--- src/rtl/qadm_pkg.sv ---
package qadm_pkg;

  localparam int NUM_CLASSES_DEF = 4;

  localparam int CLASS_W    = 2;
  localparam int OP_W       = 2;
  localparam int CONN_W     = 16;
  localparam int BYTE_W     = 32;
  localparam int CFG_IDX_W  = 3;
  localparam int CFG_DATA_W = 32;

  localparam logic [CONN_W-1:0] CONN_LIMIT_RST = 16'd1024;
  localparam logic [BYTE_W-1:0] BYTE_LIMIT_RST = 32'd1048576;

  // register map: connection limits first, then byte limits
  localparam logic [CFG_IDX_W-1:0] REG_CONN_LIMIT0 = 3'd0;
  localparam logic [CFG_IDX_W-1:0] REG_BYTE_LIMIT0 = 3'd4;

  typedef enum logic [OP_W-1:0] {
    OP_ADMIT         = 2'd0,
    OP_RELEASE       = 2'd1,
    OP_RESERVE       = 2'd2,
    OP_RELEASE_BYTES = 2'd3
  } op_t;

  typedef struct packed {
    logic              granted;
    logic [CONN_W-1:0] conn;
    logic [BYTE_W-1:0] bytes;
    logic              saturated;
  } calc_res_t;

endpackage

--- src/rtl/qadm_req_if.sv ---
interface qadm_req_if;
  logic                           valid;
  logic                           ready;
  logic [qadm_pkg::OP_W-1:0]      req_type;
  logic [qadm_pkg::CLASS_W-1:0]   traffic_class;
  logic [qadm_pkg::BYTE_W-1:0]    byte_amount;

  modport source (output valid, output req_type, output traffic_class, output byte_amount,
                  input ready);
  modport sink   (input valid, input req_type, input traffic_class, input byte_amount,
                  output ready);
endinterface

--- src/rtl/qadm_res_if.sv ---
interface qadm_res_if;
  logic                        valid;
  logic                        ready;
  logic                        granted;
  logic [qadm_pkg::CONN_W-1:0] open_connections;
  logic [qadm_pkg::BYTE_W-1:0] reserved_bytes;
  logic                        saturated;

  modport source (output valid, output granted, output open_connections,
                  output reserved_bytes, output saturated, input ready);
  modport sink   (input valid, input granted, input open_connections,
                  input reserved_bytes, input saturated, output ready);
endinterface

--- src/rtl/qadm_cfg_if.sv ---
interface qadm_cfg_if;
  logic                            valid;
  logic                            ready;
  logic [qadm_pkg::CFG_IDX_W-1:0]  index;
  logic [qadm_pkg::CFG_DATA_W-1:0] data;

  modport source (output valid, output index, output data, input ready);
  modport sink   (input valid, input index, input data, output ready);
endinterface

--- src/rtl/qadm_calc.sv ---
module qadm_calc (
  input  qadm_pkg::op_t                op,
  input  logic [qadm_pkg::BYTE_W-1:0]  amount,
  input  logic [qadm_pkg::CONN_W-1:0]  conn,
  input  logic [qadm_pkg::BYTE_W-1:0]  bytes,
  input  logic [qadm_pkg::CONN_W-1:0]  conn_limit,
  input  logic [qadm_pkg::BYTE_W-1:0]  byte_limit,
  output qadm_pkg::calc_res_t          res
);

  logic [qadm_pkg::CONN_W-1:0] conn_next;
  logic [qadm_pkg::BYTE_W-1:0] bytes_next;
  logic [qadm_pkg::BYTE_W-1:0] headroom;
  logic                        granted;

  assign headroom = byte_limit - bytes;

  always_comb begin
    conn_next  = conn;
    bytes_next = bytes;
    granted    = 1'b1;
    case (op)
      qadm_pkg::OP_ADMIT: begin
        if (conn >= conn_limit) begin
          granted = 1'b0;
        end else begin
          conn_next = conn + 16'd1;
        end
      end
      qadm_pkg::OP_RELEASE: begin
        if (conn != '0) begin
          conn_next = conn - 16'd1;
        end
      end
      qadm_pkg::OP_RESERVE: begin
        // deny when already over a lowered limit or when the sum would overshoot
        if (bytes > byte_limit || amount > headroom) begin
          granted = 1'b0;
        end else begin
          bytes_next = bytes + amount;
        end
      end
      default: begin
        if (amount >= bytes) begin
          bytes_next = '0;
        end else begin
          bytes_next = bytes - amount;
        end
      end
    endcase
  end

  assign res.granted   = granted;
  assign res.conn      = conn_next;
  assign res.bytes     = bytes_next;
  assign res.saturated = (conn_next >= conn_limit) || (bytes_next >= byte_limit);

endmodule

--- src/rtl/per_class_quota_admission_top.sv ---
// Per-class quota admission: one request beat per cycle is taken into an input register,
// checked and applied against its class counters, and its result is held in an output
// register, which follows the input register on the result path, and the block
// sustains one request per cycle while the result side keeps up. The per-class connection
// and byte counters clear at reset; limits reset to 1024 connections and 1048576 bytes.
// Limit writes on cfg are always accepted and must be made while no request is in flight.
// Requests naming a class at or above NUM_CLASSES change nothing and return all zeros.
module per_class_quota_admission_top #(
  parameter int NUM_CLASSES = qadm_pkg::NUM_CLASSES_DEF
) (
  input logic              clk,
  input logic              rst,
  qadm_req_if.sink         req,
  qadm_res_if.source       res,
  qadm_cfg_if.sink         cfg
);

  localparam logic [qadm_pkg::CLASS_W:0] ClassEnd = (qadm_pkg::CLASS_W + 1)'(NUM_CLASSES);

  logic [qadm_pkg::CONN_W-1:0] conn_limit [NUM_CLASSES];
  logic [qadm_pkg::BYTE_W-1:0] byte_limit [NUM_CLASSES];
  logic [qadm_pkg::CONN_W-1:0] conn_cnt   [NUM_CLASSES];
  logic [qadm_pkg::BYTE_W-1:0] byte_cnt   [NUM_CLASSES];

  // input register
  logic                          in_valid;
  qadm_pkg::op_t                 in_op;
  logic [qadm_pkg::CLASS_W-1:0]  in_cls;
  logic [qadm_pkg::BYTE_W-1:0]   in_amt;

  // result register
  logic                          out_valid;
  logic                          out_granted;
  logic [qadm_pkg::CONN_W-1:0]   out_conn;
  logic [qadm_pkg::BYTE_W-1:0]   out_bytes;
  logic                          out_sat;

  logic                          advance;
  logic                          cls_ok;
  logic [qadm_pkg::CONN_W-1:0]   sel_conn;
  logic [qadm_pkg::BYTE_W-1:0]   sel_bytes;
  logic [qadm_pkg::CONN_W-1:0]   sel_conn_limit;
  logic [qadm_pkg::BYTE_W-1:0]   sel_byte_limit;
  qadm_pkg::calc_res_t           calc;

  assign advance   = in_valid && (!out_valid || res.ready);
  assign req.ready = !in_valid || advance;
  assign cfg.ready = 1'b1;
  assign cls_ok    = {1'b0, in_cls} < ClassEnd;

  always_comb begin
    sel_conn       = '0;
    sel_bytes      = '0;
    sel_conn_limit = '0;
    sel_byte_limit = '0;
    for (int c = 0; c < NUM_CLASSES; c++) begin
      if (in_cls == qadm_pkg::CLASS_W'(c)) begin
        sel_conn       = conn_cnt[c];
        sel_bytes      = byte_cnt[c];
        sel_conn_limit = conn_limit[c];
        sel_byte_limit = byte_limit[c];
      end
    end
  end

  qadm_calc u_calc (
    .op         (in_op),
    .amount     (in_amt),
    .conn       (sel_conn),
    .bytes      (sel_bytes),
    .conn_limit (sel_conn_limit),
    .byte_limit (sel_byte_limit),
    .res        (calc)
  );

  always_ff @(posedge clk) begin
    if (rst) begin
      in_valid <= 1'b0;
    end else if (req.ready) begin
      in_valid <= req.valid;
    end
  end

  always_ff @(posedge clk) begin
    if (req.ready && req.valid) begin
      in_op  <= qadm_pkg::op_t'(req.req_type);
      in_cls <= req.traffic_class;
      in_amt <= req.byte_amount;
    end
  end

  always_ff @(posedge clk) begin
    if (rst) begin
      out_valid <= 1'b0;
    end else if (advance) begin
      out_valid <= 1'b1;
    end else if (res.ready) begin
      out_valid <= 1'b0;
    end
  end

  always_ff @(posedge clk) begin
    if (advance) begin
      if (cls_ok) begin
        out_granted <= calc.granted;
        out_conn    <= calc.conn;
        out_bytes   <= calc.bytes;
        out_sat     <= calc.saturated;
      end else begin
        out_granted <= 1'b0;
        out_conn    <= '0;
        out_bytes   <= '0;
        out_sat     <= 1'b0;
      end
    end
  end

  // class counters
  always_ff @(posedge clk) begin
    if (rst) begin
      for (int c = 0; c < NUM_CLASSES; c++) begin
        conn_cnt[c] <= '0;
        byte_cnt[c] <= '0;
      end
    end else if (advance && cls_ok) begin
      for (int c = 0; c < NUM_CLASSES; c++) begin
        if (in_cls == qadm_pkg::CLASS_W'(c)) begin
          conn_cnt[c] <= calc.conn;
          byte_cnt[c] <= calc.bytes;
        end
      end
    end
  end

  // limit registers
  always_ff @(posedge clk) begin
    if (rst) begin
      for (int c = 0; c < NUM_CLASSES; c++) begin
        conn_limit[c] <= qadm_pkg::CONN_LIMIT_RST;
        byte_limit[c] <= qadm_pkg::BYTE_LIMIT_RST;
      end
    end else if (cfg.valid) begin
      for (int c = 0; c < NUM_CLASSES; c++) begin
        if (cfg.index == qadm_pkg::REG_CONN_LIMIT0 + qadm_pkg::CFG_IDX_W'(c)) begin
          conn_limit[c] <= cfg.data[qadm_pkg::CONN_W-1:0];
        end
        if (cfg.index == qadm_pkg::REG_BYTE_LIMIT0 + qadm_pkg::CFG_IDX_W'(c)) begin
          byte_limit[c] <= cfg.data[qadm_pkg::BYTE_W-1:0];
        end
      end
    end
  end

  assign res.valid            = out_valid;
  assign res.granted          = out_granted;
  assign res.open_connections = out_conn;
  assign res.reserved_bytes   = out_bytes;
  assign res.saturated        = out_sat;

endmodule
--- src/flat_wrapper.sv ---
// flat-port wrapper written by rule: the top's interface ports become plain ports
module per_class_quota_admission_top_flat 
#(
  parameter int NUM_CLASSES = qadm_pkg::NUM_CLASSES_DEF
)
  (clk, rst, req_valid, req_req_type, req_traffic_class, req_byte_amount, req_ready, res_valid, res_granted, res_open_connections, res_reserved_bytes, res_saturated, res_ready, cfg_valid, cfg_index, cfg_data, cfg_ready);
  qadm_req_if req_i ();
  qadm_res_if res_i ();
  qadm_cfg_if cfg_i ();
  input logic clk;
  input logic rst;
  input wire logic [$bits(req_i.valid)-1:0] req_valid;
  input wire logic [$bits(req_i.req_type)-1:0] req_req_type;
  input wire logic [$bits(req_i.traffic_class)-1:0] req_traffic_class;
  input wire logic [$bits(req_i.byte_amount)-1:0] req_byte_amount;
  output wire logic [$bits(req_i.ready)-1:0] req_ready;
  output wire logic [$bits(res_i.valid)-1:0] res_valid;
  output wire logic [$bits(res_i.granted)-1:0] res_granted;
  output wire logic [$bits(res_i.open_connections)-1:0] res_open_connections;
  output wire logic [$bits(res_i.reserved_bytes)-1:0] res_reserved_bytes;
  output wire logic [$bits(res_i.saturated)-1:0] res_saturated;
  input wire logic [$bits(res_i.ready)-1:0] res_ready;
  input wire logic [$bits(cfg_i.valid)-1:0] cfg_valid;
  input wire logic [$bits(cfg_i.index)-1:0] cfg_index;
  input wire logic [$bits(cfg_i.data)-1:0] cfg_data;
  output wire logic [$bits(cfg_i.ready)-1:0] cfg_ready;
  assign req_i.valid = req_valid;
  assign req_i.req_type = req_req_type;
  assign req_i.traffic_class = req_traffic_class;
  assign req_i.byte_amount = req_byte_amount;
  assign req_ready = req_i.ready;
  assign res_valid = res_i.valid;
  assign res_granted = res_i.granted;
  assign res_open_connections = res_i.open_connections;
  assign res_reserved_bytes = res_i.reserved_bytes;
  assign res_saturated = res_i.saturated;
  assign res_i.ready = res_ready;
  assign cfg_i.valid = cfg_valid;
  assign cfg_i.index = cfg_index;
  assign cfg_i.data = cfg_data;
  assign cfg_ready = cfg_i.ready;
  per_class_quota_admission_top #(.NUM_CLASSES(NUM_CLASSES)) u_core (.clk(clk), .rst(rst), .req(req_i), .res(res_i), .cfg(cfg_i));
endmodule
--- config.mk ---
export PLATFORM = sky130hd
export DESIGN_NAME = per_class_quota_admission_top_flat
export DESIGN_NICKNAME = d
export VERILOG_FILES = /design/src/rtl/qadm_pkg.sv /design/src/rtl/qadm_req_if.sv /design/src/rtl/qadm_res_if.sv /design/src/rtl/qadm_cfg_if.sv /design/src/rtl/qadm_calc.sv /design/src/rtl/per_class_quota_admission_top.sv /design/src/flat_wrapper.sv
export SDC_FILE = /design/constraint.sdc
export NUM_CORES = 1
export LEC_CHECK = 0
export BUFFER_PORTS_ARGS = -buffer_cell sky130_fd_sc_hd__buf_2
export CORE_AREA = 4 4 301 185
export DETAILED_ROUTE_END_ITERATION = 8
export DIE_AREA = 0 0 305 189
export PLACE_DENSITY = 0.7
export SLEW_MARGIN = 30
export SYNTH_ARGS = -nofsm -noshare
export SYNTH_HDL_FRONTEND = slang
export SYNTH_SLANG_ARGS = --single-unit
export TNS_END_PERCENT = 20
--- constraint.sdc ---
create_clock -name clk -period 28.2 [get_ports clk]
set_input_delay 2.82 -clock clk [delete_from_list [all_inputs] [get_ports clk]]
set_output_delay 2.82 -clock clk [all_outputs]
set_load 0.05 [all_outputs]
# == Word level (Yosys, flattened, before mapping) ==
# Memory sizes are Yosys's and may differ from the RTL's.
# Cells that the tools add are included.
# totals
ff_bits,88
n_memories,4
mem_bits_rw,384
in_bits,76
output_inout_bits,53
# memory_table
name,depth,width,rd,rd_ports_with_merged_regs,write_ports,line_no,rtl
u_core.byte_cnt,4,32,4,0,4,per_class_quota_admission_top.sv:23,logic [qadm_pkg::BYTE_W-1:0] byte_cnt [NUM_CLASSES];
u_core.byte_limit,4,32,4,0,4,per_class_quota_admission_top.sv:21,logic [qadm_pkg::BYTE_W-1:0] byte_limit [NUM_CLASSES];
u_core.conn_cnt,4,16,4,0,4,per_class_quota_admission_top.sv:22,logic [qadm_pkg::CONN_W-1:0] conn_cnt [NUM_CLASSES];
u_core.conn_limit,4,16,4,0,4,per_class_quota_admission_top.sv:20,logic [qadm_pkg::CONN_W-1:0] conn_limit [NUM_CLASSES];
# op_classes
n_lt_le_gt_ge,6
reduce_logical,14
bitwise_logic,16
n_eq_ne,12
n_mux,93
n_addsub,5
# op_table
cell,n
two-way mux 32 bit,18
two-way mux 16 bit,18
greater-or-equal comparator 32 bit,2
greater-than comparator 32 bit,2
one-hot mux 32 bit (2 select lines),1
subtractor 32 bit,2
two-way mux 1 bit,54
adder 32 bit,1
greater-or-equal comparator 16 bit,2
one-hot mux 16 bit (2 select lines),1
"adder 16 x 1 -> 16 bit, second input constant",1
bitwise OR 1 bit,16
nonzero test 16 bit,1
"subtractor 16 x 1 -> 16 bit, second input constant",1
"== test 3 bit, second input constant",4
"== test 2 bit, second input constant",3
"== test 3 x 2 -> 1 bit, second input constant",2
"== test 2 x 1 -> 1 bit, second input constant",2
zero test 2 bit,2
logical OR 1 bit,4
"== test 3 x 1 -> 1 bit, second input constant",1
zero test 3 bit,1
logical AND 1 bit,2
zero test 1 bit,2
3 further kinds,3

# == Logic depth before layout (Yosys ltp) ==
# depth
word_depth,12
mapped_depth,44

# == By module ==
# From an unflattened synthesis, not the netlist that was laid out.
# unflattened
cells_unflattened,2399
hier_area_um2,28507.3
# by_module_without_submodules
mod,seq_area_each_um2,area_per_inst_um2,n_inst,cells_each
per_class_quota_admission_top,14153.6,20010.4,1,1150
qadm_calc,0.0,8496.9,1,1249

# == Least setup slack after synthesis ==
# No wires, ideal clock.
# synth_path
path_type,reg-to-reg
from,register u_core.in_cls[1] (netlist bit)
to,"register u_core.out_sat, in the netlist u_core.res.saturated (data pin)"
setup_time_ns,0.271
required_ns,27.929
stages_incl_launch_ff,42
n_path_buf,6
slack_ns,18.951
arrival_ns,8.978
synth_period_minus_slack_ns,9.249
cell_sequence,edfxtp_1 > buf_2 > buf_1 > buf_1 > clkbuf_1 > clkbuf_1 > mux4_2 > inv_1 > ha_1 > inv_1 > fa_1 > a211oi_1 > o21bai_1 > o21ai_0 > a311o_1 > and3b_1 > o221ai_1 > o211a_1 > [6 not listed] > or4_1 > o41a_1 > nor3b_1 > buf_2 > o21a_2 > mux2_2 > inv_1 > ha_1 > nand2b_1 > a21o_1 > a21o_1 > a21o_1 > a21o_1 > a21o_1 > a211oi_1 > o21bai_1 > a21oi_1 > o2111ai_1
# synth_lines
item,line_no,rtl
from (decl),per_class_quota_admission_top.sv:28,logic [qadm_pkg::CLASS_W-1:0] in_cls;
from (signal assigned),per_class_quota_admission_top.sv:87,in_cls <= req.traffic_class;
to (signal assigned),per_class_quota_admission_top.sv:108,out_sat <= calc.saturated;
to (decl),per_class_quota_admission_top.sv:36,logic out_sat;

==> results by group <==
Run status
  • Result of the run: completed

Timing
  • Worst slew pin tran: 1010 ps
  • Fin Setup TNS: 0 ps
  • Max_slew headroom: 32.9%
  • Tcrit/Tclk final: 38.6%
  • Final WS setup: 17310 ps
  • Min Tclk post-route: 10890 ps
  • Setup Skew: 16.8 ps
  • Fmax: 91.9 MHz
  • RSZ-0062 raised after global routing: no
  • Pins over their slew limit: 0
  • Final hold vios: 0
  • Endpoints failing setup: 0

GRT
  • Total GRT Usage: 29.3%
  • Met3 usage: 6.19%
  • Gr ovfl total: 0
  • GRT met1 Usage: 45.0%
  • Global-route wire length before repair: 128000 um
  • Vias in the first global route: a little over 20k
  • GRT Max-Usage Layer: met1
  • Antenna violations before repair: 1
  • Largest net degree at the start of global routing: 104
  • GR Util met2: 42.8%

Floorplan
  • Initial core utilization: between 50% and 60%
  • Die width: 305 um
  • CORE AREA: approximately 53000 sq um
  • I/O pin cnt: 129
  • Die height: ~190 um
  • Die ar.: 57600 sq um
  • Row count: 66

Critical path
  • Startpoint Class: flop
  • Critical setup path kind: flop to flop
  • Worst-path fanout max: between 50 and 60
  • Worst reg2reg endpoint: u_core.res.saturated$_DFFE_PP_
  • CP required: 28520 ps
  • CP max stage cell: edfxtp_1
  • CP Depth: 37
  • CP startpoint: u_core.in_cls[1]$_DFFE_PP_
  • Data arrival, critical path: 11210 ps
  • R2R cell count: 37
  • Cell mode on critical path: a21o_1
  • Worst path max stage delay: 880 ps
  • Crit path buf inv count: 5
  • Family with the most delay on the worst path: compound AO/OA/AOI/OAI gates
  • R2R setup slack: about 17000 ps
  • Critical Path Sink Type: flop
  • Reg2reg start: u_core.in_cls[1]$_DFFE_PP_
  • Critical path destination: u_core.res.saturated$_DFFE_PP_

Synth
  • Part of the Yosys area used for sequential elements: 50.9%
  • Most common flop cell mapped by yosys: edfxtp_1
  • Async SR Flop Fraction: 0%
  • Syn Area/Cell: 11.7 sq um
  • Mapped Area: 27800 sq um
  • Yosys reg bits: 472
  • Post-synth EDFFs: 470
  • Post-synth cell types: 94
  • Post-Synthesis Cells: 2372
  • Mapped Nets: around 2.6k
  • Yosys warns: 0

Detailed routing
  • Post-DRT Antenna Nets: 0
  • Routed length per instance: 26.2 um
  • Vias per inst: 6.27
  • Final wirelength: 84500 um
  • Via count: 20.2k
  • 1st-iter DRT viols: 2443
  • Drt pass-1 iters: 5
  • Post-route DRC: 0

Place
  • Dpl hpwl: 60800 um
  • Gp weighted congestion: 0.964
  • Port Buffer Count: ~130
  • Worst slack, placed: 17500 ps

Clock tree
  • Clk_lat worst skew: 600 ps
  • Hold-fix buffers at CTS: 0
  • Number of buffers created by CTS: 45
  • Max clock buf depth: 3
  • H-tree levels: 2
  • CTS tree: yes
  • Clk sinks: 472
  • Gates resized, CTS repair: 0
  • Clock Pin Slew Worst Setup and Hold Paths: 70 ps
  • Setup bufs post-CTS: 0
  • CTS root buffer: clkbuf_16

Finish
  • Proportion of layout cells with a drive suffix above 1: 15.5%
  • N_diodes: 0
  • Storage element area: approximately 14000 sq um
  • Final #Nets: 2753
  • Fillers: 4346
  • Area delta synth->final: 11.0%
  • Area of the multi-input gates: 12500 sq um

Power
  • Leakage: 12.3 nW
  • Pwr Density: 64.8 nW/um^2
  • VDD IR-drop max: 0.0000558 V

Hold path
  • Type of the most critical hold path: flop to flop

Run
  • Max-cap violations: 0
==> layout make-up <==
cell class | instances | share of cell area [%]
flip-flops and latches | 472 | 45.9
multi-input cells | 1590 | 40.6
clock inverters | 28 | 1.06
repair buffers | 164 | 3.15
inverters | 206 | 2.51
well taps | 714 | 2.90
clock buffers | 54 | 3.89
==> layer usage <==
metal	wire (um)	share of wire, %
met5	13	0.015
met3	8960	11
met4	2000	2.4
met1	37900	45
met2	35600	42
==> logic make-up after synthesis <==
kind of cell    after synthesis  synth area share (%)
compound gates              480                  11.6
xor+xnor                     71                  2.32
other cells                   1                0.0135
flops                       472                  50.9
mux                         102                  7.96
fa+ha+maj                   198                  9.00
buf+inv                     310                  4.43
simple gates                738                  13.7
==> power breakdown <==
group	leakage, nW	internal, mW	switching, mW
sequential	4.70	0.819	0.0169
clock	0.733	0.354	0.282
combinational	6.88	0.185	0.345
total	12.3	1.36	0.643
==> cells in the final DEF (no fill, tap or decap), types with 19 or more instances in the layout <==
cell | Yosys | final
a211oi_1 | 19 | 19
a21o_1 | 48 | 48
a21oi_1 | 147 | 147
and2_1 | 205 | 204
buf_2 | 13 | 128
buf_4 | 3 | 32
clkbuf_16 | 0 | 45
edfxtp_1 | 470 | 470
ha_1 | 195 | 195
inv_1 | 205 | 204
mux4_2 | 91 | 91
nand2_1 | 65 | 65
nand2b_1 | 23 | 23
nand3_1 | 39 | 39
nand4_1 | 31 | 31
nor2_1 | 254 | 249
nor3_1 | 30 | 28
o21ai_0 | 71 | 61
xnor2_1 | 42 | 42
xor2_1 | 26 | 26
==> how the worst min path moves through the flow <==
stage | from | to | slack, ps | depth (start not counted)
2_1_floorplan | u_core.in_valid$_SDFFE_PP0N_ | u_core.res.valid$_SDFFE_PP0P_ | 490 | 2
3_3_place_gp | u_core.in_valid$_SDFFE_PP0N_ | u_core.res.valid$_SDFFE_PP0P_ | 510 | 2
3_5_place_dp | u_core.in_valid$_SDFFE_PP0N_ | u_core.res.valid$_SDFFE_PP0P_ | 520 | 2
4_1_cts | u_core.in_valid$_SDFFE_PP0N_ | u_core.res.valid$_SDFFE_PP0P_ | 540 | 2
5_1_grt | u_core.in_valid$_SDFFE_PP0N_ | u_core.res.valid$_SDFFE_PP0P_ | 590 | 2
6_report | u_core.in_valid$_SDFFE_PP0N_ | u_core.res.valid$_SDFFE_PP0P_ | 540 | 2
==> sequential cells by signal (all words and copies together) (netlist names) <==
name	count
u_core.res.valid	1
u_core.res.saturated	1
u_core.in_cls	2
u_core.byte_cnt	128
u_core.conn_cnt	64
u_core.conn_limit	64
u_core.res.open_connections	16
u_core.in_op	2
u_core.byte_limit	128
u_core.in_valid	1
u_core.in_amt	32
u_core.res.reserved_bytes	32
u_core.res.granted	1
==> worst min-delay path: stages, from the launching register on <==
cell	delay, ps
dfxtp_1	370
nor2_1	70
nor2_1	70
==> synth_stat cells, types with 5 or more instances <==
| library cell | n | area share, % |
|---|---|---|
| nand3_1 | 39 | 0.70 |
| o21a_1 | 15 | 0.41 |
| xnor2_1 | 42 | 1.3 |
| edfxtp_1 | 470 | 51 |
| nand2_1 | 65 | 0.88 |
| and2_1 | 205 | 4.6 |
| buf_1 | 10 | 0.14 |
| a311oi_1 | 5 | 0.16 |
| nor3_1 | 30 | 0.54 |
| a211oi_1 | 19 | 0.51 |
| o21ai_0 | 71 | 1.3 |
| clkbuf_1 | 74 | 1.0 |
| a211o_1 | 6 | 0.19 |
| buf_2 | 13 | 0.23 |
| a22oi_1 | 13 | 0.35 |
| nor2b_1 | 18 | 0.41 |
| nor4_1 | 9 | 0.20 |
| o22ai_1 | 10 | 0.23 |
| nor2_1 | 254 | 3.4 |
| nand4_1 | 31 | 0.70 |
| a21o_1 | 48 | 1.3 |
| o211ai_1 | 9 | 0.24 |
| o31ai_1 | 16 | 0.43 |
| nand2b_1 | 23 | 0.52 |
| or2_2 | 14 | 0.32 |
| or3_1 | 16 | 0.36 |
| o221ai_1 | 12 | 0.38 |
| ha_1 | 195 | 8.8 |
| a2111oi_0 | 7 | 0.22 |
| o21bai_1 | 18 | 0.49 |
| xor2_1 | 26 | 0.82 |
| inv_1 | 205 | 2.8 |
| mux4_2 | 91 | 7.4 |
| a21oi_1 | 147 | 2.6 |
| and3_1 | 10 | 0.23 |
| a221o_1 | 11 | 0.40 |
| a31oi_1 | 10 | 0.23 |
==> per-stage QoR <==
step	cell area, sq um	utilization (%)	hold slack [ps]	power (mW)	cells
CTS	30800	57.9	539	2.00	3227
floorplan	27800	-	487	1.20	2372
detailed placement	29300	55.0	523	1.36	3145
finish	30900	57.9	539	2.00	3228
global placement	29200	54.9	507	1.35	3142
global route	30900	57.9	595	2.09	3228
Power figures use the tool's default switching activity.
